[config.mk]
export PLATFORM = sky130hd
export DESIGN_NAME = msequence_lfsr_generator_unit
export DESIGN_NICKNAME = d
export VERILOG_FILES = /design/src/rtl/core/msq_pkg.sv /design/src/rtl/core/msq_cell.sv /design/src/rtl/core/msq_skid.sv /design/src/rtl/core/msequence_lfsr_generator_unit.sv
export VERILOG_INCLUDE_DIRS = /design/src /design/src/rtl/core
export SDC_FILE = /design/constraint.sdc
export NUM_CORES = 1
export LEC_CHECK = 0
export BUFFER_PORTS_ARGS = -buffer_cell sky130_fd_sc_hd__buf_4
export CAP_MARGIN = 40
export CORE_MARGIN = 1
export CORE_UTILIZATION = 60
export DETAILED_ROUTE_END_ITERATION = 8
export PLACE_DENSITY = 0.89
export SYNTH_ARGS = -nofsm -noshare
export SYNTH_HDL_FRONTEND = slang
export SYNTH_SLANG_ARGS = --single-unit
[constraint.sdc]
create_clock -name clk -period 7.2 [get_ports clk]
set_input_delay 1.44 -clock clk [delete_from_list [all_inputs] [get_ports clk]]
set_output_delay 1.44 -clock clk [all_outputs]
set_load 0.1 [all_outputs]
[src/rtl/core/msequence_lfsr_generator_unit_macros.svh]
// Assertion macros shared by the m-sequence generator RTL.
// Included by the top level only; needs no other file.
`ifndef MSEQUENCE_LFSR_GENERATOR_UNIT_MACROS_SVH
`define MSEQUENCE_LFSR_GENERATOR_UNIT_MACROS_SVH

// Same-cycle implication, checked on every rising edge outside reset.
`define MSQ_ASSERT_IMP(label, clk, rst, ante, cons) \
  label: assert property (@(posedge clk) disable iff (rst) (ante) |-> (cons)) \
    else $error("same-cycle check failed");

// Next-cycle implication, checked on every rising edge outside reset.
`define MSQ_ASSERT_NEXT(label, clk, rst, ante, cons) \
  label: assert property (@(posedge clk) disable iff (rst) (ante) |=> (cons)) \
    else $error("next-cycle check failed");

`endif

[src/rtl/core/msq_pkg.sv]
// Package for the m-sequence generator: widths, register indexes, output
// modes and the control structs passed between the top level and its cells.
package msq_pkg;

  localparam int MAX_BITS_DEF = 31;
  localparam int NBITS_W      = 5;
  localparam int OUT_W        = 31;
  localparam int HOLD_W       = 16;
  localparam int TDATA_W      = 64;

  localparam logic [1:0] REG_NBITS = 2'd0;
  localparam logic [1:0] REG_TAPS  = 2'd1;
  localparam logic [1:0] REG_MODE  = 2'd2;
  localparam logic [1:0] REG_HOLD  = 2'd3;

  localparam logic [1:0] MODE_FULL    = 2'd0;
  localparam logic [1:0] MODE_LSB     = 2'd1;
  localparam logic [1:0] MODE_BIPOLAR = 2'd2;

  localparam logic [NBITS_W-1:0] NBITS_RESET = 5'd10;
  localparam logic [31:0]        TAPS_RESET  = 32'd1033;
  localparam logic [1:0]         MODE_RESET  = MODE_FULL;
  localparam logic [HOLD_W-1:0]  HOLD_RESET  = 16'd1;

  // Broadcast to every cell in the chain.
  typedef struct packed {
    logic               en;       // an item is accepted this cycle
    logic               restart;  // reload to 1 before the result is formed
    logic               load;     // end of period: reload after this item
    logic               shift;    // end of hold: advance both registers
    logic [NBITS_W-1:0] nbits;    // effective register length
    logic               fb;       // tap-form feedback bit
    logic               par;      // generating-form parity
  } msq_cell_ctrl_t;

  // Returned by each cell.
  typedef struct packed {
    logic gen_q;    // stored generating bit
    logic gen_eff;  // generating bit after restart, masked to the length
    logic tap_eff;  // tap bit after restart
    logic par_bit;  // contribution to the parity
    logic fb_bit;   // tap bit of the top cell, zero elsewhere
    logic active;   // cell lies below the register length
  } msq_cell_out_t;

endpackage

[src/rtl/core/msq_cell.sv]
// One bit of both feedback registers of the m-sequence generator.
// Depends on msq_pkg for the control and status structs.
module msq_cell #(
  parameter int IDX = 0
) (
  input  logic                   clk,
  input  logic                   gen_up,
  input  logic                   tap_dn,
  input  logic                   tap_sel,
  input  msq_pkg::msq_cell_ctrl_t ctrl,
  output msq_pkg::msq_cell_out_t  status
);

  localparam logic SEED = (IDX == 0) ? 1'b1 : 1'b0;

  logic gen_bit;
  logic tap_bit;
  logic gen_bit_next;
  logic tap_bit_next;
  logic active;
  logic is_top;
  logic gen_eff;
  logic tap_eff;

  assign active  = (6'(IDX) < {1'b0, ctrl.nbits});
  assign is_top  = ((6'(IDX) + 6'd1) == {1'b0, ctrl.nbits});
  assign gen_eff = (ctrl.restart ? SEED : gen_bit) & active;
  assign tap_eff = ctrl.restart ? SEED : tap_bit;

  always_comb begin
    gen_bit_next = gen_bit;
    tap_bit_next = tap_bit;
    if (ctrl.en) begin
      if (ctrl.load) begin
        gen_bit_next = SEED;
        tap_bit_next = SEED;
      end else if (ctrl.shift) begin
        // The cell above hands down its masked bit; the top cell takes the parity.
        gen_bit_next = is_top ? ctrl.par : gen_up;
        tap_bit_next = tap_dn ^ (ctrl.fb & tap_sel);
      end else begin
        gen_bit_next = ctrl.restart ? SEED : gen_bit;
        tap_bit_next = tap_eff;
      end
    end
  end

  // Payload bits: the reset value is restored by the top level's reload.
  always_ff @(posedge clk) begin
    gen_bit <= gen_bit_next;
    tap_bit <= tap_bit_next;
  end

  assign status.gen_q   = gen_bit;
  assign status.gen_eff = gen_eff;
  assign status.tap_eff = tap_eff;
  assign status.par_bit = gen_eff & tap_sel;
  assign status.fb_bit  = tap_eff & is_top;
  assign status.active  = active;

endmodule

[src/rtl/core/msq_skid.sv]
// Two-entry output buffer for the result stream: an output register and a
// skid register. Generic in width; needs no package.
module msq_skid #(
  parameter int W = 8
) (
  input  logic         clk,
  input  logic         rst,
  input  logic         in_valid,
  output logic         in_ready,
  input  logic [W-1:0] in_data,
  output logic         out_valid,
  input  logic         out_ready,
  output logic [W-1:0] out_data
);

  logic         skid_valid;
  logic [W-1:0] skid_data;
  logic         in_acc;
  logic         out_free;

  assign in_ready = !skid_valid;
  assign in_acc   = in_valid && in_ready;
  assign out_free = !out_valid || out_ready;

  always_ff @(posedge clk) begin
    if (rst) begin
      out_valid  <= 1'b0;
      skid_valid <= 1'b0;
    end else if (out_free) begin
      out_valid  <= skid_valid || in_acc;
      skid_valid <= 1'b0;
    end else if (in_acc) begin
      skid_valid <= 1'b1;
    end
  end

  always_ff @(posedge clk) begin
    if (out_free) begin
      out_data <= skid_valid ? skid_data : in_data;
    end else if (in_acc) begin
      skid_data <= in_data;
    end
  end

endmodule

[src/rtl/core/msequence_lfsr_generator_unit.sv]
// Top level of the m-sequence generator: configuration port, hold and period
// counters, the chain of register cells and the result buffer.
// Depends on msq_pkg, msq_cell, msq_skid and the macros header.
//
//   channel   direction  handshake              payload
//   s_*       in         s_tvalid / s_tready    s_tdata[0] restart
//   m_*       out        m_tvalid / m_tready    m_tdata, m_tlast period end
//   apb       in         psel & penable         paddr, pwdata, prdata
//
// Every accepted item gives one result, registered in the output buffer, at one
// item per cycle while the result sink is ready.
// Reset (rst, synchronous) restores the registers' reset values and empties
// the output buffer; the first item may follow in the next cycle.
// A stalled result sink lets one more item in; s_tready then drops.
`include "msequence_lfsr_generator_unit_macros.svh"

module msequence_lfsr_generator_unit #(
  parameter int MAX_BITS = msq_pkg::MAX_BITS_DEF
) (
  input  logic        clk,
  input  logic        rst,
  // APB configuration port
  input  logic        psel,
  input  logic        penable,
  input  logic        pwrite,
  input  logic [3:0]  paddr,
  input  logic [31:0] pwdata,
  output logic [31:0] prdata,
  output logic        pready,
  // input items
  input  logic        s_tvalid,
  output logic        s_tready,
  input  logic [7:0]  s_tdata,   // [0] restart, [7:1] zero
  // result items
  output logic        m_tvalid,
  input  logic        m_tready,
  output logic [63:0] m_tdata,   // [30:0] gen_word, [61:31] tap_word, [63:62] bipolar_value
  output logic        m_tlast    // period_end
);

  localparam int LIM = (MAX_BITS < 31) ? MAX_BITS : 31;
  localparam int NW  = msq_pkg::NBITS_W;
  localparam int HW  = msq_pkg::HOLD_W;
  localparam int OW  = msq_pkg::OUT_W;
  localparam int DW  = msq_pkg::TDATA_W;

  // Configuration registers.
  logic [NW-1:0] register_bits;
  logic [31:0]   tap_mask;
  logic [1:0]    output_mode;
  logic [HW-1:0] hold_count;
  logic          cfg_wr;

  assign pready = 1'b1;
  assign cfg_wr = psel && penable && pwrite && pready;

  always_ff @(posedge clk) begin
    if (rst) begin
      register_bits <= msq_pkg::NBITS_RESET;
      tap_mask      <= msq_pkg::TAPS_RESET;
      output_mode   <= msq_pkg::MODE_RESET;
      hold_count    <= msq_pkg::HOLD_RESET;
    end else if (cfg_wr) begin
      unique case (paddr[3:2])
        msq_pkg::REG_NBITS: register_bits <= pwdata[NW-1:0];
        msq_pkg::REG_TAPS:  tap_mask      <= pwdata;
        msq_pkg::REG_MODE:  output_mode   <= pwdata[1:0];
        msq_pkg::REG_HOLD:  hold_count    <= pwdata[HW-1:0];
        default: ;
      endcase
    end
  end

  always_comb begin
    unique case (paddr[3:2])
      msq_pkg::REG_NBITS: prdata = 32'(register_bits);
      msq_pkg::REG_TAPS:  prdata = tap_mask;
      msq_pkg::REG_MODE:  prdata = 32'(output_mode);
      msq_pkg::REG_HOLD:  prdata = 32'(hold_count);
      default:            prdata = 32'd0;
    endcase
  end

  // Effective length and hold.
  logic [NW-1:0] nbits;
  logic [HW-1:0] hold;

  always_comb begin
    if (register_bits > NW'(LIM)) begin
      nbits = NW'(LIM);
    end else if (register_bits < NW'(2)) begin
      nbits = NW'(2);
    end else begin
      nbits = register_bits;
    end
    hold = (hold_count == '0) ? HW'(1) : hold_count;
  end

  // Input side and counters.
  logic          in_acc;
  logic          buf_ready;
  logic          restart;
  logic [HW-1:0] hold_counter;
  logic [HW-1:0] hold_counter_next;
  logic [LIM-1:0] step_index;
  logic [LIM-1:0] step_index_next;
  logic [HW-1:0] hc_eff;
  logic [LIM-1:0] si_eff;
  logic          end_hold;
  logic          end_period;

  assign s_tready = buf_ready;
  assign in_acc   = s_tvalid && s_tready;
  assign restart  = s_tdata[0];
  assign hc_eff   = restart ? '0 : hold_counter;
  assign si_eff   = restart ? '0 : step_index;

  // Cell chain status gathered into vectors.
  msq_pkg::msq_cell_ctrl_t ctrl;
  msq_pkg::msq_cell_out_t  cell_st [LIM+1];
  logic [LIM:0] gen_q_v;
  logic [LIM:0] gen_v;
  logic [LIM:0] tap_v;
  logic [LIM:0] par_v;
  logic [LIM:0] fb_v;
  logic [LIM:0] act_v;

  always_comb begin
    for (int i = 0; i <= LIM; i++) begin
      gen_q_v[i] = cell_st[i].gen_q;
      gen_v[i]   = cell_st[i].gen_eff;
      tap_v[i]   = cell_st[i].tap_eff;
      par_v[i]   = cell_st[i].par_bit;
      fb_v[i]    = cell_st[i].fb_bit;
      act_v[i]   = cell_st[i].active;
    end
  end

  assign end_hold   = ({1'b0, hc_eff} + (HW+1)'(1)) >= {1'b0, hold};
  assign end_period = end_hold &&
                      (({1'b0, si_eff} + (LIM+1)'(1)) >= {1'b0, act_v[LIM-1:0]});

  always_comb begin
    hold_counter_next = hold_counter;
    step_index_next   = step_index;
    if (in_acc) begin
      if (end_hold) begin
        hold_counter_next = '0;
        step_index_next   = end_period ? '0 : si_eff + LIM'(1);
      end else begin
        hold_counter_next = hc_eff + HW'(1);
        step_index_next   = si_eff;
      end
    end
  end

  always_ff @(posedge clk) begin
    if (rst) begin
      hold_counter <= '0;
      step_index   <= '0;
    end else begin
      hold_counter <= hold_counter_next;
      step_index   <= step_index_next;
    end
  end

  // Register reset to 1 is done through the cells' reload path.
  assign ctrl.en      = in_acc || rst;
  assign ctrl.restart = restart;
  assign ctrl.load    = end_period || rst;
  assign ctrl.shift   = end_hold && !end_period;
  assign ctrl.nbits   = nbits;
  assign ctrl.fb      = |fb_v;
  assign ctrl.par     = ^par_v;

  for (genvar i = 0; i <= LIM; i++) begin : g_cell
    logic gen_up;
    logic tap_dn;
    if (i < LIM) begin : g_up
      assign gen_up = cell_st[i+1].gen_eff;
    end else begin : g_up_top
      assign gen_up = 1'b0;
    end
    if (i > 0) begin : g_dn
      assign tap_dn = cell_st[i-1].tap_eff;
    end else begin : g_dn_low
      assign tap_dn = 1'b0;
    end
    msq_cell #(
      .IDX (i)
    ) u_cell (
      .clk     (clk),
      .gen_up  (gen_up),
      .tap_dn  (tap_dn),
      .tap_sel (tap_mask[i]),
      .ctrl    (ctrl),
      .status  (cell_st[i])
    );
  end

  // Result formatting.
  logic [OW-1:0] gen_word;
  logic [OW-1:0] tap_word;
  logic [1:0]    bipolar_value;
  logic          lsb;

  assign lsb = gen_v[0];

  always_comb begin
    gen_word      = OW'(lsb);
    tap_word      = '0;
    bipolar_value = 2'sd0;
    unique case (output_mode)
      msq_pkg::MODE_FULL: begin
        gen_word = OW'(gen_v[LIM-1:0]);
        tap_word = OW'(tap_v[LIM-1:0] & act_v[LIM-1:0]);
      end
      msq_pkg::MODE_BIPOLAR: begin
        bipolar_value = lsb ? 2'b11 : 2'b01;
      end
      default: ;
    endcase
  end

  msq_skid #(
    .W (DW + 1)
  ) u_skid (
    .clk       (clk),
    .rst       (rst),
    .in_valid  (s_tvalid),
    .in_ready  (buf_ready),
    .in_data   ({end_period, bipolar_value, tap_word, gen_word}),
    .out_valid (m_tvalid),
    .out_ready (m_tready),
    .out_data  ({m_tlast, m_tdata})
  );

  `MSQ_ASSERT_IMP(a_stall_holds_result, clk, rst, !s_tready, m_tvalid)
  `MSQ_ASSERT_NEXT(a_period_clears, clk, rst, in_acc && end_period,
                   step_index == '0 && hold_counter == '0)
  `MSQ_ASSERT_NEXT(a_hold_keeps_state, clk, rst, in_acc && !restart && !end_hold,
                   gen_q_v == $past(gen_q_v))

endmodule
==> results.yml <==
synthesis:
  ys_top_cells_by_area: "edfxtp_1, dfxtp_1, nand2_1, ha_1, nor2_1"
  syn_area_sq_um: 16200
  ys_ff_latch: 296
  yosysMostFrequentCell: "nand2_1"
  synth_common_cells: "nand2_1, edfxtp_1, nor2_1, dfxtp_1, a21oi_1"
  yosysTopAreaCell: "edfxtp_1"
  synth_top_cell_area_share_pct: 35.6
  synth_edf_count: 192
  yosysWarnings: 0
  async_reset_ff_share_pct: 0
  synthFlopType: "edfxtp_1"
  avgSynthCellArea_sq_um: 9.67
  seq_area_frac_synth_pct: 48.4
  ys_types: 75
  synthCells: 1675
detailed_routing:
  route.detailed.drc: 12
  final_antenna_net_count: 0
  vias_per_cell: 6.55
  wl_met2_mm: 22.3
  routedWlPerCell_um: 22.9
  num_vias: 13918
  wirelength_mm: 48.7
  wl_met3_mm: 5.87
  top_layer: "met5"
  drt_pass1_iterations: 9
  drtIter0Drc: 1957
  drt-met1-wl_mm: 18.0
critical_path:
  start_kind: "primary input"
  critical_path_required_ns: 7.58
  cp.arrival_ns: 6.54
  rr_endpoint: "g_cell[6].u_cell.gen_bit"
  path_max_fanout: 46
  r2r_cells: 20
  crit_chain: "buf_4 > nor2b_1 > ha_1 > nand4_1 > nor2_1 > nand3_1 > nor3_1 > nand2_1 > xor2_1 > nor2_1 > ha_1 > a21o_1 > a21o_1 > a21o_1 > nor4_1 > a21oi_1 > a21oi_1 > nand2_1 > nor2_1 > a32oi_1 > o32ai_1"
  worstSetupEndpointType: "flip-flop"
  cp_num_buf_inv: 1
  critPathTopFamily: "simple AND/OR/NAND/NOR gates"
  timing.rr.start: "step_index[0]"
  worstSetupPathType: "in2reg"
  worst-r2r-setup-slack_ns: 1.76
  slowest_delay_ns: 0.71
  crit_slowest_cell: "nor2_1"
final_layout:
  n_fill_cell: 1895
  drive_gt1_share_pct: 16.3
  final_nets: 1866
  syn_to_final_growth_pct: 14.5
  n_antenna_cell: 0
clock_tree:
  root_buffer: "clkbuf_16"
  hold_buffers: 0
  clock_path_buffers: 3
  path_clk_slew_ns: 0.06
  clk_latency_ns: 0.57
  cts-buffers-inserted: 30
  cts_max_level: 1
  cts_tree: "yes"
  cts_sinks: 296
  cts_setup_buffers: 0
  cts_resized: 0
sta:
  period_needed_ns: 6.16
  slew_headroom_pct: 35.5
  fmax_ghz: 0.162
  finalSetupTns_ns: 0
  setup_viol: 0
  hold_viol_final: 0
  slew_viol_final: 0
  fin_worst_skew_ns: 0.0118
  min_period_over_period_pct: 85.6
  tightest_slew_ns: 0.964
  rsz0062_at_grt: "false"
power_and_ir_drop:
  p_switching_w: 0.00117
  seq_power_share_pct: 46.5
  power_frac_comb_pct: 14.1
  p_int_w: 0.00298
  p_leak_nw: 7.35
  swShare_pct: 28.1
  peakVddDrop_mv: 0.204
  powerDensity_nw_per_um2: 224
  clkPwrFrac_pct: 39.3
  finalPower_w: 0.00415
worst_hold_path:
  hold_path.class: "reg2reg"
  hold_end: "tap_mask[31]"
  min-delay-start: "tap_mask[31]"
  holdPathStages: 2
place:
  gp_congestion: 1.00
  port_buffers: 140
  dp_hpwl_mm: 33.8
grt:
  grt_pass1_vias: 13239
  overflow: 0
  grt_usage_pct: 34.7
  antenna_found_initial: 1
  grt_pass1_wl_mm: 74.8
  grt_max_degree: 69
die:
  chipWidth_um: 166
  start_util_pct: 61.7
  die_h_um: 166
  core_sq_um: 26300
  num_rows: 59
  die-area_sq_um: 27700
  pin_count: 151
status:
  violations: "design-rule violations"
  outcome: "finished, violations left"
flow_run:
  drv_cap: 0
==> final cells by class <==
| type | count | area [sq um] | share of cell area (%) |
|---|---|---|---|
| sequential | 296 | 7850 | 42.3 |
| clock buffer | 38 | 863 | 4.65 |
| inverter | 40 | 150 | 0.809 |
| tap | 335 | 419 | 2.26 |
| clock inverter | 18 | 176 | 0.951 |
| multi-input combinational | 1227 | 7770 | 41.9 |
| timing repair buffer | 171 | 1330 | 7.16 |
==> logic make-up (layout without fill, tap and decap cells) <==
kind of cell / after synthesis / after routing / share of synthesized area [%]
AND/OR/NAND/NOR: 704 / 704 / 20.9
AO/OA/AOI/OAI: 309 / 309 / 12.9
flip-flops: 296 / 296 / 48.4
buffers and inverters: 153 / 267 / 3.85
XOR/XNOR: 95 / 95 / 5.48
multiplexers: 67 / 67 / 4.63
adder cells (fa/ha/maj): 49 / 49 / 3.78
other: 2 / 3 / 0.0464
==> metrics by stage <==
stage          worst slack [ns]  instances  hold slack [ns]  util (%)  instance area [sq um]
6_report                   1.04       2125            0.474      70.6                  18600
2_1_floorplan             0.770       1676            0.432         -                  16200
3_3_place_gp              0.838       2061            0.440      66.3                  17400
3_5_place_dp              0.641       2069            0.465      66.7                  17500
5_1_grt                   0.687       2125            0.489      70.6                  18600
4_1_cts                    1.22       2125            0.474      70.6                  18600
==> power groups by stage <==
| stage | Combinational [W] | Sequential (W) | Clock [W] |
|---|---|---|---|
| after global placement | 0.000558 | 0.00196 | 0 |
| after CTS | 0.000576 | 0.00193 | 0.00164 |
| after floorplan | 0.000238 | 0.00213 | 0 |
| after detailed placement | 0.000574 | 0.00196 | 0 |
| final | 0.000587 | 0.00193 | 0.00163 |
| after global routing | 0.000607 | 0.00194 | 0.00170 |
==> flip-flops by register name (all words and copies together), names as in the netlist <==
signal / flops
g_cell.u_cell.gen_bit: 31
g_cell.u_cell.tap_bit: 31
hold_count: 16
hold_counter: 16
output_mode: 2
register_bits: 5
step_index: 31
tap_mask: 32
u_skid.out_data: 65
u_skid.out_valid: 1
u_skid.skid_data: 65
u_skid.skid_valid: 1
==> per-layer routing <==
metal	up-vias	track usage, %
met4	2	16.6
met1	6535	45.7
met5	-	0
li1	6216	-
met3	183	6.51
met2	982	55.4
==> worst max path at each step <==
stage               start                        end  cells past startpoint
3_5_place_dp   s_tdata[0]  g_cell[20].u_cell.tap_bit                     20
6_report       s_tdata[0]   g_cell[6].u_cell.gen_bit                     21
2_1_floorplan    m_tready        u_skid.skid_data[0]                      2
3_3_place_gp   s_tdata[0]   g_cell[6].u_cell.gen_bit                     21
4_1_cts        s_tdata[0]   g_cell[6].u_cell.gen_bit                     21
5_1_grt        s_tdata[0]   g_cell[6].u_cell.gen_bit                     20
==> worst register-to-register path, cell delays in order, from the launching register on <==
cell and delay, ns:
dfxtp_1 0.44, nor2b_1 0.24, ha_1 0.25, nand4_1 0.15, nor2_1 0.40, nand3_1 0.25, nor3_1 0.34, nand2_1 0.11
xor2_1 0.14, nor2_1 0.08, ha_1 0.21, a21o_1 0.18, a21o_1 0.18, a21o_1 0.18, nor4_1 0.34, a21oi_1 0.15
a21oi_1 0.21, nand2_1 0.34, nor2_1 0.72, a32oi_1 0.20, o32ai_1 0.15
==> cells in the final DEF (no fill, tap or decap), types with 43 or more instances in the layout <==
cell type  synthesis  routed
xor2_1            49      49
buf_4              6     166
edfxtp_1         192     192
nor2_1           154     153
nand2_1          238     238
nor2b_1           55      55
mux2_2            43      43
a21oi_1           83      83
ha_1              49      49
nand3_1           55      55
dfxtp_1          104     104
(Power assumes the default switching activity.)
